$ cat src/nosc_pkg.sv
// shared types and constants for the natural order string compare block
package nosc_pkg;
    localparam int MaxChars = 256;
    localparam int AddrW = $clog2(MaxChars);
    localparam int LenW = AddrW + 1;
    localparam logic [7:0] CharZero = 8'h30;
    localparam logic [7:0] CharNine = 8'h39;
    localparam logic [7:0] CharUpA = 8'h41;
    localparam logic [7:0] CharUpZ = 8'h5a;
    localparam logic [7:0] FoldOff = 8'h20;
    localparam logic [1:0] OrdLess = 2'b11;
    localparam logic [1:0] OrdEq = 2'b00;
    localparam logic [1:0] OrdMore = 2'b01;
    localparam logic [0:0] RegCaseSens = 1'b0;

    typedef enum logic [3:0] {
        CMD_NONE = 4'd0,
        CMD_PREFIX = 4'd1,
        CMD_BACK = 4'd2,
        CMD_ZA = 4'd3,
        CMD_NA = 4'd4,
        CMD_ZB = 4'd5,
        CMD_NB = 4'd6,
        CMD_DIG = 4'd7,
        CMD_RESTART = 4'd8
    } t_op;

    typedef struct packed {
        t_op op;
        logic rd;
    } t_cmd;

    typedef struct packed {
        logic [7:0] ca;
        logic [7:0] cb;
        logic a_ok;
        logic b_ok;
        logic prev_dig;
        logic digit_eq;
        logic [1:0] ord_num;
    } t_status;

    function automatic logic is_dig(input logic [7:0] c);
        return (c >= CharZero) && (c <= CharNine);
    endfunction

    function automatic logic [7:0] fold(input logic [7:0] c, input logic cs);
        if (!cs && c >= CharUpA && c <= CharUpZ)
            return c + FoldOff;
        return c;
    endfunction

    function automatic logic [1:0] cmp8(input logic [7:0] x, input logic [7:0] y);
        if (x > y) return OrdMore;
        if (x < y) return OrdLess;
        return OrdEq;
    endfunction
endpackage

$ cat src/nosc_ctrl.sv
// controller: load handshake, compare sequencing and result register
module nosc_ctrl (
    input  logic i_clk,
    input  logic i_rst_n,
    input  logic i_cs,
    input  logic i_in_valid,
    input  logic i_last,
    output logic o_in_ready,
    output logic o_load,
    output nosc_pkg::t_cmd o_cmd,
    input  nosc_pkg::t_status i_st,
    input  logic i_trunc,
    output logic o_out_valid,
    input  logic i_out_ready,
    output logic [1:0] o_order,
    output logic o_overflow
);
    import nosc_pkg::*;

    typedef enum logic [9:0] {
        S_LOAD = 10'b0000000001,
        S_PRE  = 10'b0000000010,
        S_BACK = 10'b0000000100,
        S_ZA   = 10'b0000001000,
        S_NA   = 10'b0000010000,
        S_ZB   = 10'b0000100000,
        S_NB   = 10'b0001000000,
        S_DIG  = 10'b0010000000,
        S_DONE = 10'b0100000000,
        S_OUT  = 10'b1000000000
    } t_state;

    t_state r_state, n_state;
    logic r_rd, n_rd;
    logic [1:0] r_ord, n_ord;
    logic r_ovf;
    logic r_bdone, n_bdone;
    logic [7:0] fa, fb;
    logic a_dig, b_dig;

    assign fa = fold(i_st.ca, i_cs);
    assign fb = fold(i_st.cb, i_cs);
    assign a_dig = i_st.a_ok && is_dig(i_st.ca);
    assign b_dig = i_st.b_ok && is_dig(i_st.cb);

    assign o_in_ready = (r_state == S_LOAD) || (r_state == S_OUT && i_out_ready) ? 1'b1 : 1'b0;
    assign o_load = i_in_valid && o_in_ready;
    assign o_out_valid = (r_state == S_OUT);
    assign o_order = r_ord;
    assign o_overflow = r_ovf;

    always_comb begin
        n_state = r_state;
        n_rd = 1'b0;
        n_ord = r_ord;
        n_bdone = r_bdone;
        o_cmd.op = CMD_NONE;
        o_cmd.rd = r_rd;
        case (r_state)
            S_LOAD: begin
                if (o_load && i_last) begin n_state = S_PRE; n_bdone = 1'b0; end
            end
            S_OUT: begin
                if (i_out_ready) begin
                    n_state = (o_load && i_last) ? S_PRE : S_LOAD;
                    n_bdone = 1'b0;
                end
            end
            S_PRE: begin
                o_cmd.op = CMD_PREFIX;
                n_rd = 1'b1;
                if (r_rd && !(i_st.a_ok && i_st.b_ok && fa == fb)) begin
                    o_cmd.op = CMD_NONE;
                    n_rd = 1'b0;
                    if (!a_dig && !b_dig) begin
                        if (!i_st.a_ok) n_ord = i_st.b_ok ? OrdLess : OrdEq;
                        else if (!i_st.b_ok) n_ord = OrdMore;
                        else n_ord = cmp8(fa, fb);
                        n_state = S_DONE;
                    end else n_state = S_BACK;
                end
            end
            S_BACK: begin
                // read the char before i; step back while it is a digit
                o_cmd.op = CMD_BACK;
                n_rd = 1'b1;
                if (r_rd) begin
                    if (i_st.prev_dig) begin
                        n_bdone = 1'b1;
                        n_rd = 1'b0;
                    end else begin
                        o_cmd.op = CMD_NONE;
                        n_rd = 1'b0;
                        n_state = S_ZA;
                    end
                end
            end
            S_ZA: begin
                o_cmd.op = CMD_ZA;
                n_rd = 1'b1;
                if (r_rd && !r_bdone) begin
                    // no back-up: prefix reached end of shorter string?
                    if (!(i_st.a_ok && i_st.b_ok)) begin
                        o_cmd.op = CMD_NONE; n_rd = 1'b0;
                        n_ord = !i_st.a_ok ? (i_st.b_ok ? OrdLess : OrdEq) : OrdMore;
                        n_state = S_DONE;
                    end else if (!is_dig(i_st.ca) || !is_dig(i_st.cb)) begin
                        o_cmd.op = CMD_NONE; n_rd = 1'b0;
                        n_ord = cmp8(fa, fb);
                        n_state = S_DONE;
                    end else begin
                        n_bdone = 1'b1;
                        o_cmd.op = CMD_NONE; n_rd = 1'b0;
                    end
                end else if (r_rd && r_bdone == 1'b1 && i_st.a_ok && i_st.ca == CharZero) begin
                    n_rd = 1'b1;
                end else if (r_rd) begin
                    o_cmd.op = CMD_NA; n_state = S_NA;
                    if (!a_dig) begin o_cmd.op = CMD_NONE; n_rd = 1'b0; n_state = S_ZB; end
                end
            end
            S_NA: begin
                o_cmd.op = CMD_NA;
                n_rd = 1'b1;
                if (r_rd && !a_dig) begin o_cmd.op = CMD_NONE; n_rd = 1'b0; n_state = S_ZB; end
            end
            S_ZB: begin
                o_cmd.op = CMD_ZB;
                n_rd = 1'b1;
                if (r_rd && !(i_st.b_ok && i_st.cb == CharZero)) begin
                    o_cmd.op = CMD_NB; n_state = S_NB;
                    if (!b_dig) begin o_cmd.op = CMD_NONE; n_rd = 1'b0; n_state = S_DIG; end
                end
            end
            S_NB: begin
                o_cmd.op = CMD_NB;
                n_rd = 1'b1;
                if (r_rd && !b_dig) begin o_cmd.op = CMD_NONE; n_rd = 1'b0; n_state = S_DIG; end
            end
            S_DIG: begin
                o_cmd.op = CMD_DIG;
                n_rd = 1'b1;
                if (!i_st.digit_eq) begin
                    o_cmd.op = CMD_NONE; n_rd = 1'b0;
                    n_ord = i_st.ord_num; n_state = S_DONE;
                end else if (r_rd) begin
                    if (!a_dig) begin
                        o_cmd.op = CMD_NONE; n_rd = 1'b0;
                        n_ord = i_st.ord_num; n_state = S_DONE;
                    end else if (i_st.ca != i_st.cb) begin
                        o_cmd.op = CMD_NONE; n_rd = 1'b0;
                        n_ord = cmp8(i_st.ca, i_st.cb); n_state = S_DONE;
                    end
                end
            end
            S_DONE: begin
                o_cmd.op = CMD_RESTART;
                o_cmd.rd = 1'b0;
                n_state = S_OUT;
            end
            default: n_state = S_LOAD;
        endcase
    end

    always_ff @(posedge i_clk) begin
        if (!i_rst_n) begin
            r_state <= S_LOAD; r_rd <= 1'b0; r_ord <= OrdEq; r_ovf <= 1'b0; r_bdone <= 1'b0;
        end else begin
            r_state <= n_state; r_rd <= n_rd; r_ord <= n_ord; r_bdone <= n_bdone;
            if (r_state == S_DONE) r_ovf <= i_trunc;
        end
    end

    a_ready_out: assert property (@(posedge i_clk) disable iff (!i_rst_n)
        o_out_valid && !i_out_ready |=> o_out_valid)
        else $error("result dropped");
    a_no_load_busy: assert property (@(posedge i_clk) disable iff (!i_rst_n)
        (r_state == S_DIG) |-> !o_in_ready)
        else $error("load during compare");
    a_done_out: assert property (@(posedge i_clk) disable iff (!i_rst_n)
        (r_state == S_DONE) |=> o_out_valid)
        else $error("result missing");
endmodule
$ cat config.mk
export PLATFORM = sky130hd
export DESIGN_NAME = nosc_ctrl
export DESIGN_NICKNAME = d
export VERILOG_FILES = /design/src/nosc_pkg.sv /design/src/nosc_ctrl.sv
export SDC_FILE = /design/constraint.sdc
export NUM_CORES = 1
export LEC_CHECK = 0
export BUFFER_PORTS_ARGS = -buffer_cell sky130_fd_sc_hd__clkbuf_2
export CAP_MARGIN = 20
export CORE_MARGIN = 2
export CORE_UTILIZATION = 45
export CTS_CLUSTER_SIZE = 30
export DETAILED_ROUTE_END_ITERATION = 8
export PLACE_DENSITY = 0.78
export SETUP_SLACK_MARGIN = 0.15
export SKIP_CTS_REPAIR_TIMING = 1
export SYNTH_ARGS = -nofsm -noshare
export SYNTH_HDL_FRONTEND = slang
export SYNTH_SLANG_ARGS = --single-unit
$ cat constraint.sdc
create_clock -name i_clk -period 4 [get_ports i_clk]
set_input_delay 0.4 -clock i_clk [delete_from_list [all_inputs] [get_ports i_clk]]
set_output_delay 0.4 -clock i_clk [all_outputs]
set_load 0.05 [all_outputs]
; ---- Yosys cells after proc, flatten, opt, wreduce, memory -nomap -nowiden
; Index checks and enable logic that the tools add are counted.
; W data, S select, Z words.
[totals]
regBits = 15
input_bits = 29
output_inout_bits = 11
word_cells = 218
[classes]
n_addsub = 2
n_lt_le_gt_ge = 12
eq_ne = 33
n_mux = 128
reduce_logical = 38
[op_table]
columns = cell, n
row1 = $mux W10, 17
row2 = $pmux W10 S10, 1
row3 = $mux W1, 61
row4 = $mux W2, 26
row5 = $mux W8, 5
row6 = $mux W3, 12
row7 = $pmux W4 S8, 1
row8 = $logic_and A1 B1 Y1, 23
row9 = $ne A2 B2 Y1 const B, 11
row10 = $add A8 B6 Y8 const B, 2
row11 = $eq A8 B6 Y1 const B, 2
row12 = $ge A8 B6 Y1 const B, 2
row13 = $ge A8 B7 Y1 const B, 2
row14 = $gt A8 B8 Y1, 2
row15 = $le A8 B6 Y1 const B, 2
row16 = $le A8 B7 Y1 const B, 2
row17 = $lt A8 B8 Y1, 2
row18 = $reduce_and A13 Y1, 1
row19 = $ne A3 B3 Y1 const B, 4
row20 = $eq A10 B1 Y1 const B, 1
row21 = $eq A10 B10 Y1 const B, 1
row22 = $eq A10 B2 Y1 const B, 1
row23 = $eq A10 B3 Y1 const B, 1
row24 = $eq A10 B4 Y1 const B, 1
row25 = 20 further kinds, 30

; ---- Logic depth before layout (Yosys ltp)
; Gate-level depths: netlist (run 1).
[logic_depth]
depth_word = 25
mapped_depth = 12
ltp_nobuf = 12

; ---- Least setup slack after synthesis (run 1)
; Ideal clock, no wire load.
[synth_timing]
path_kind = register to output
startpoint = reg r_state[4]
endpoint = out o_cmd[0] in the netlist's numbering
arrival_ps = 3118
required_time_ps = 3600
setup_slack_ps = 482
path_stages_with_launch = 5
path_buffers = 0
path_cell_list = dfxtp_1 > nor4_1 > nand2_1 > nor3b_1 > nor2_1
[synth_lines]
columns = item, line
row1 = from (decl), nosc_ctrl.sv:33  ; t_state r_state, n_state;
row2 = from (signal assigned), nosc_ctrl.sv:169  ; r_state <= n_state; r_rd <= n_rd; r_ord <= n_ord; r_bdone <= n_bdone;
row3 = to (decl), nosc_ctrl.sv:10  ; output nosc_pkg::t_cmd o_cmd,

==> out/metrics.yaml, run 1 <==
diodes: 0
cp_max_fo: 4
avgSynthCellArea_um2: 7.650
numCtsBuffers: 3
drt-total-wl_um: 5088
first_global_vias: 1753
rows: 23
period_minus_slack_ps: 3525
fmax_mhz: 283.7
fin_crit_sh_pct: 88.12
synth_top_area_share_pct: 16.56
crit_arrival_ps: 3120
power.total_uw: 418.5
drtIter0Drc: 198
wl_per_cell_um: 15.70
yosysSeqAreaShare_pct: 16.56
yosysTopAreaCell: "dfxtp_1"
wl_met2_um: 2314
grt_antenna_before_repair: 0
critical_path_required_ps: 3600
vias_per_cell: 6.448
start_util_pct: 45.99
yosys_warnings: 0
hold_violations: 0
finalSetupViolCount: 0
setup.worst_path.end: "o_cmd[1]"
grt_max_degree: 13
async_flop_share_pct: 0
crit_start: "i_st[16]"
coreArea_um2: 3943
gp_congestion: 0.9706
path_clk_slew_ps: 60
die_h_um: 67.48
htreeDepth: 1
criticalPathCategory: "in -> out"
whs_ps: 390.4
cts_buffer_depth: 2
instances_no_fill: 324
vias: 2089
synthToLayoutAreaGrowth_pct: 14.01
maxCapViolCount: 0
cts_tree: "done"
cts_num_sinks: 15
syn_area_um2: 1813
drc: 0
r2r_cells: 5
rsz0062_at_grt: "false"
wl_met3_um: 477
synth-edff-count: 0
critPathLaunchType: "primary input"
finClkSkew_ps: 1.825
postSynthCellCount: 237
drive_gt1_share_pct: 22.99
track_usage_pct: 23.77
wl_met1_um: 2186
first_pass_iters: 5
p_leak_nw: 0.8951
r2r_start: "r_state[4]"
stdcell_area_um2: 2067
outcome: "finished, final reports clean"
overflow: 0
rr_endpoint: "o_order[0]"
yosysMostFrequentCell: "nor2_1"
synth.area.top_cells: "dfxtp_1 17%, ha_1 10%, nor2_1 3.9%"
slew_viol_final: 0
setup_ws_ps: 475.4
root_buffer: "clkbuf_8"
worstMarginPinSlew_ps: 864.7
hold_path.class: "in -> reg"
ys.flop_type: "dfxtp_1"
synthTopCellsByCount: "19 x nor2_1, 15 x dfxtp_1, 15 x ha_1, 15 x nand2_1, 14 x inv_1"
final_core_util_pct: 52.43
rrSetupSlack_ps: 1350
place_hpwl_um: 4157
synthesis.nets: 281
port_buffers: 39
end_kind: "output port"
ir_drop_mv: 0.1159
ant_nets: 0
io_pins: 40
clock_latency_ps: 250
grt_pass1_wl_um: 8349
ys_types: 61
pwr_density_cell_nw_per_um2: 202.5
setup_tns_ps: 0
highest_layer: "met4"
dieWidth_um: 67.48
dp_cells: 320
pre_cts_ws_ps: 313.8
placed_area_um2: 2021
ys_ff_latch: 15
nets: 319
slew_headroom_pct: 41.82
die_area_um2: 4553
==> worst max-delay path, cell delays in order <==
cell and delay [ps]:
clkbuf_2 110, or4_1 550, o22ai_1 170, nor4b_1 90, or2_2 280, ha_1 300
and4_1 220, a41oi_1 290, a2bb2oi_1 330, nand3_1 140, clkbuf_2 250
==> cells by family after synthesis <==
logic type	synth area share, %
AND/OR/NAND/NOR	39.13
AO/OA/AOI/OAI	26.30
buffers and inverters	6.073
adder cells (fa/ha/maj)	10.35
flip-flops	16.56
multiplexers	1.104
XOR/XNOR	0.4832
==> where the power goes <==
part           leakage, nW  switching [mW]  internal, mW
clock               0.0255          0.0569        0.0691
combinational        0.748          0.0813        0.0552
sequential           0.121         0.00450         0.151
total                0.895           0.143         0.276
==> cell type report <==
class / count / area (um2)
well taps: 50 / 62.56
fillers: 393 / 1876
clock inverters: 1 / 5.005
repair buffers: 40 / 202.7
multi-input cells: 201 / 1403
flip-flops and latches: 15 / 300.3
inverters: 14 / 52.55
clock buffers: 3 / 41.29
==> routing by layer <==
layer	track usage [%]	up-vias
li1	-	1007
met1	33.37	956
met2	37.50	110
met3	4.333	16
met4	5.612	0
met5	0	-
==> cells in the final DEF, fill, tap and decap left out, types with 5 or more instances in the layout <==
cell type,synthesis,layout
a21oi_1,13,13
and3_1,5,5
nor2_1,19,19
nor4_1,6,6
inv_1,14,14
dfxtp_1,15,15
nor4b_1,6,6
clkbuf_2,0,39
ha_1,15,15
nand3_1,11,11
or4_1,5,5
nor2b_1,6,6
nand2b_1,5,5
o21ai_0,8,8
or2_2,5,5
nand2_1,15,15
nand4_1,8,8
==> worst min-delay path by stage <==
stage	end	cells after the start	slack, ps	from
global route	o_overflow	3	410	i_trunc
CTS	o_overflow	3	400	i_trunc
global placement	o_order[1]	2	450	o_order[1]
floorplan	r_bdone	2	450	r_bdone
detailed placement	o_order[1]	2	460	o_order[1]
finish	o_overflow	3	390	i_trunc
==> state kept, by name, indices dropped and copies added, names as in the netlist <==
signal	flops
r_state	10
o_order	2
r_bdone	1
r_rd	1
o_overflow	1
Note: power is estimated with default switching activity, not from simulation.
==> inputs of run 2 (changes only) <==
--- a/config.mk
+++ b/config.mk
@@ -5,8 +5,9 @@
 export SDC_FILE = /design/constraint.sdc
 export NUM_CORES = 1
 export LEC_CHECK = 0
-export BUFFER_PORTS_ARGS = -buffer_cell sky130_fd_sc_hd__clkbuf_2
+export BUFFER_PORTS_ARGS = -buffer_cell sky130_fd_sc_hd__buf_4
 export CAP_MARGIN = 20
+export CORE_ASPECT_RATIO = 0.8
 export CORE_MARGIN = 2
 export CORE_UTILIZATION = 45
 export CTS_CLUSTER_SIZE = 30
==> run 2 against run 1 <==
Against the previous run: die area is essentially flat; highest routed layer unchanged; routed wire length grew 5.2%; register-to-register slack is essentially flat; via count grew 0.62%.
==> out/metrics.yaml, run 2 (synthesized netlist as in run 1, its figures left out) <==
hold_violations: 0
max_stage_delay_ps: 560
dieWidth_um: 74.97
gp_congestion: 0.9521
setup_tns_ps: 0
track_usage_pct: 24.50
slew_headroom_pct: 43.06
critical_path_required_ps: 4180
place_hpwl_um: 4364
clock_latency_ps: 250
io_pins: 40
fillers: 373
crit_family: "simple AND/OR/NAND/NOR gates"
drt-total-wl_um: 5351
numCtsBuffers: 3
end_kind: "flip-flop"
die_h_um: 60.77
power.total_uw: 429.3
coreArea_um2: 3829
first_pass_iters: 5
multi_input_area_um2: 1403
critPathLaunchType: "primary input"
ant_nets: 0
synthToLayoutAreaGrowth_pct: 19.67
worstMarginPinSlew_ps: 846.3
fin_crit_sh_pct: 87.72
layout_common_cells: "40 x buf_4, 19 x nor2_1, 15 x nand2_1, 15 x ha_1, 15 x dfxtp_1"
rsz0062_at_grt: "false"
grt_pass1_wl_um: 8597
fmax_mhz: 285.0
first_global_vias: 1712
stdcell_area_um2: 2170
criticalPathCategory: "in -> reg"
grt_antenna_before_repair: 0
overflow: 0
regArea_um2: 300.3
cts_buffer_depth: 2
hold_path.class: "in -> reg"
path_clk_slew_ps: 70
crit_arrival_ps: 3690
p_leak_nw: 0.9191
die_area_um2: 4556
path_cells: "buf_4, or4_1, o22ai_1, nor4b_1, or2_2, ha_1, and4_1, a41oi_1, a2bb2oi_1, nand4_1, or4_1, a21oi_1"
largest_reg_flops: 10
rows: 20
maxCapViolCount: 0
cts_tree: "done"
start_util_pct: 47.35
vias: 2102
wl_per_cell_um: 16.26
cpMostUsedCell: "or4_1"
port_buffers: 39
cts_num_sinks: 15
finClkSkew_ps: 8.282
diodes: 0
placed_area_um2: 2125
largest_register: "r_state"
pwr_density_cell_nw_per_um2: 197.8
ir_drop_mv: 0.1452
outcome: "finished, final reports clean"
final_common_cell: "buf_4"
finalSetupViolCount: 0
nets: 319
drc: 0
critPathBufInv: 1
root_buffer: "clkbuf_8"
cpMaxStageDelayCell: "or4_1"
htreeDepth: 1
drive_gt1_share_pct: 22.63
grt_max_degree: 13
vias_per_cell: 6.389
cp_max_fo: 5
slew_viol_final: 0
drtIter0Drc: 171
period_minus_slack_ps: 3509
## run 2: cell count changes in the layout (fill, tap and decap cells not counted)
cell	before	now
clkbuf_1	0	1
buf_4	1	40
clkbuf_2	39	0
clkinv_2	1	0
## run 2: final timing paths
kind                            startpoint         end  slack (ps)  cells past startpoint
worst max-delay path              i_st[16]  r_state[2]         490                     12
worst min-delay path               i_trunc  o_overflow         400                      3
worst max register to register  r_state[6]  o_order[0]        1350                      5
worst min register to register  o_order[1]  o_order[1]         470                      2
## run 2: layer usage
metal | GRT usage (%) | up-vias | wire [um]
met3 | 6.312 | 14 | 556
met1 | 37.35 | 955 | 2563
met4 | 6.122 | 0 | 108
li1 | - | 1007 | -
met2 | 33.83 | 126 | 2122
met5 | 0 | - | 0
## run 2: worst register-to-register path: cells and delay by family (launching register included)
kind | cells | cell delay (ps)
AND/OR/NAND/NOR | 3 | 1310
AO/OA/AOI/OAI | 2 | 870
flip-flops | 1 | 380
## run 2: stage by stage
stage                     setup WS, ps  hold WS, ps  std cells  util (%)
after floorplan                  481.6        447.3        237         -
after global placement           402.0        455.2        325     55.49
after detailed placement         332.1        462.4        325     55.49
after CTS                        549.0        400.8        329     56.67
after global routing             371.4        424.4        329     56.67
final                            491.1        400.7        329     56.67
## run 2: power by group
group	internal [mW]	switching [mW]
Sequential	0.151	0.00414
Combinational	0.0656	0.0834
Clock	0.0705	0.0541
Total	0.288	0.142
## run 2: final cells by class
cell class / instances / area share, %
well taps: 55 / 3.172
multi-input cells: 201 / 64.65
inverters: 14 / 2.422
clock buffers: 4 / 2.076
repair buffers: 40 / 13.84
flip-flops and latches: 15 / 13.84
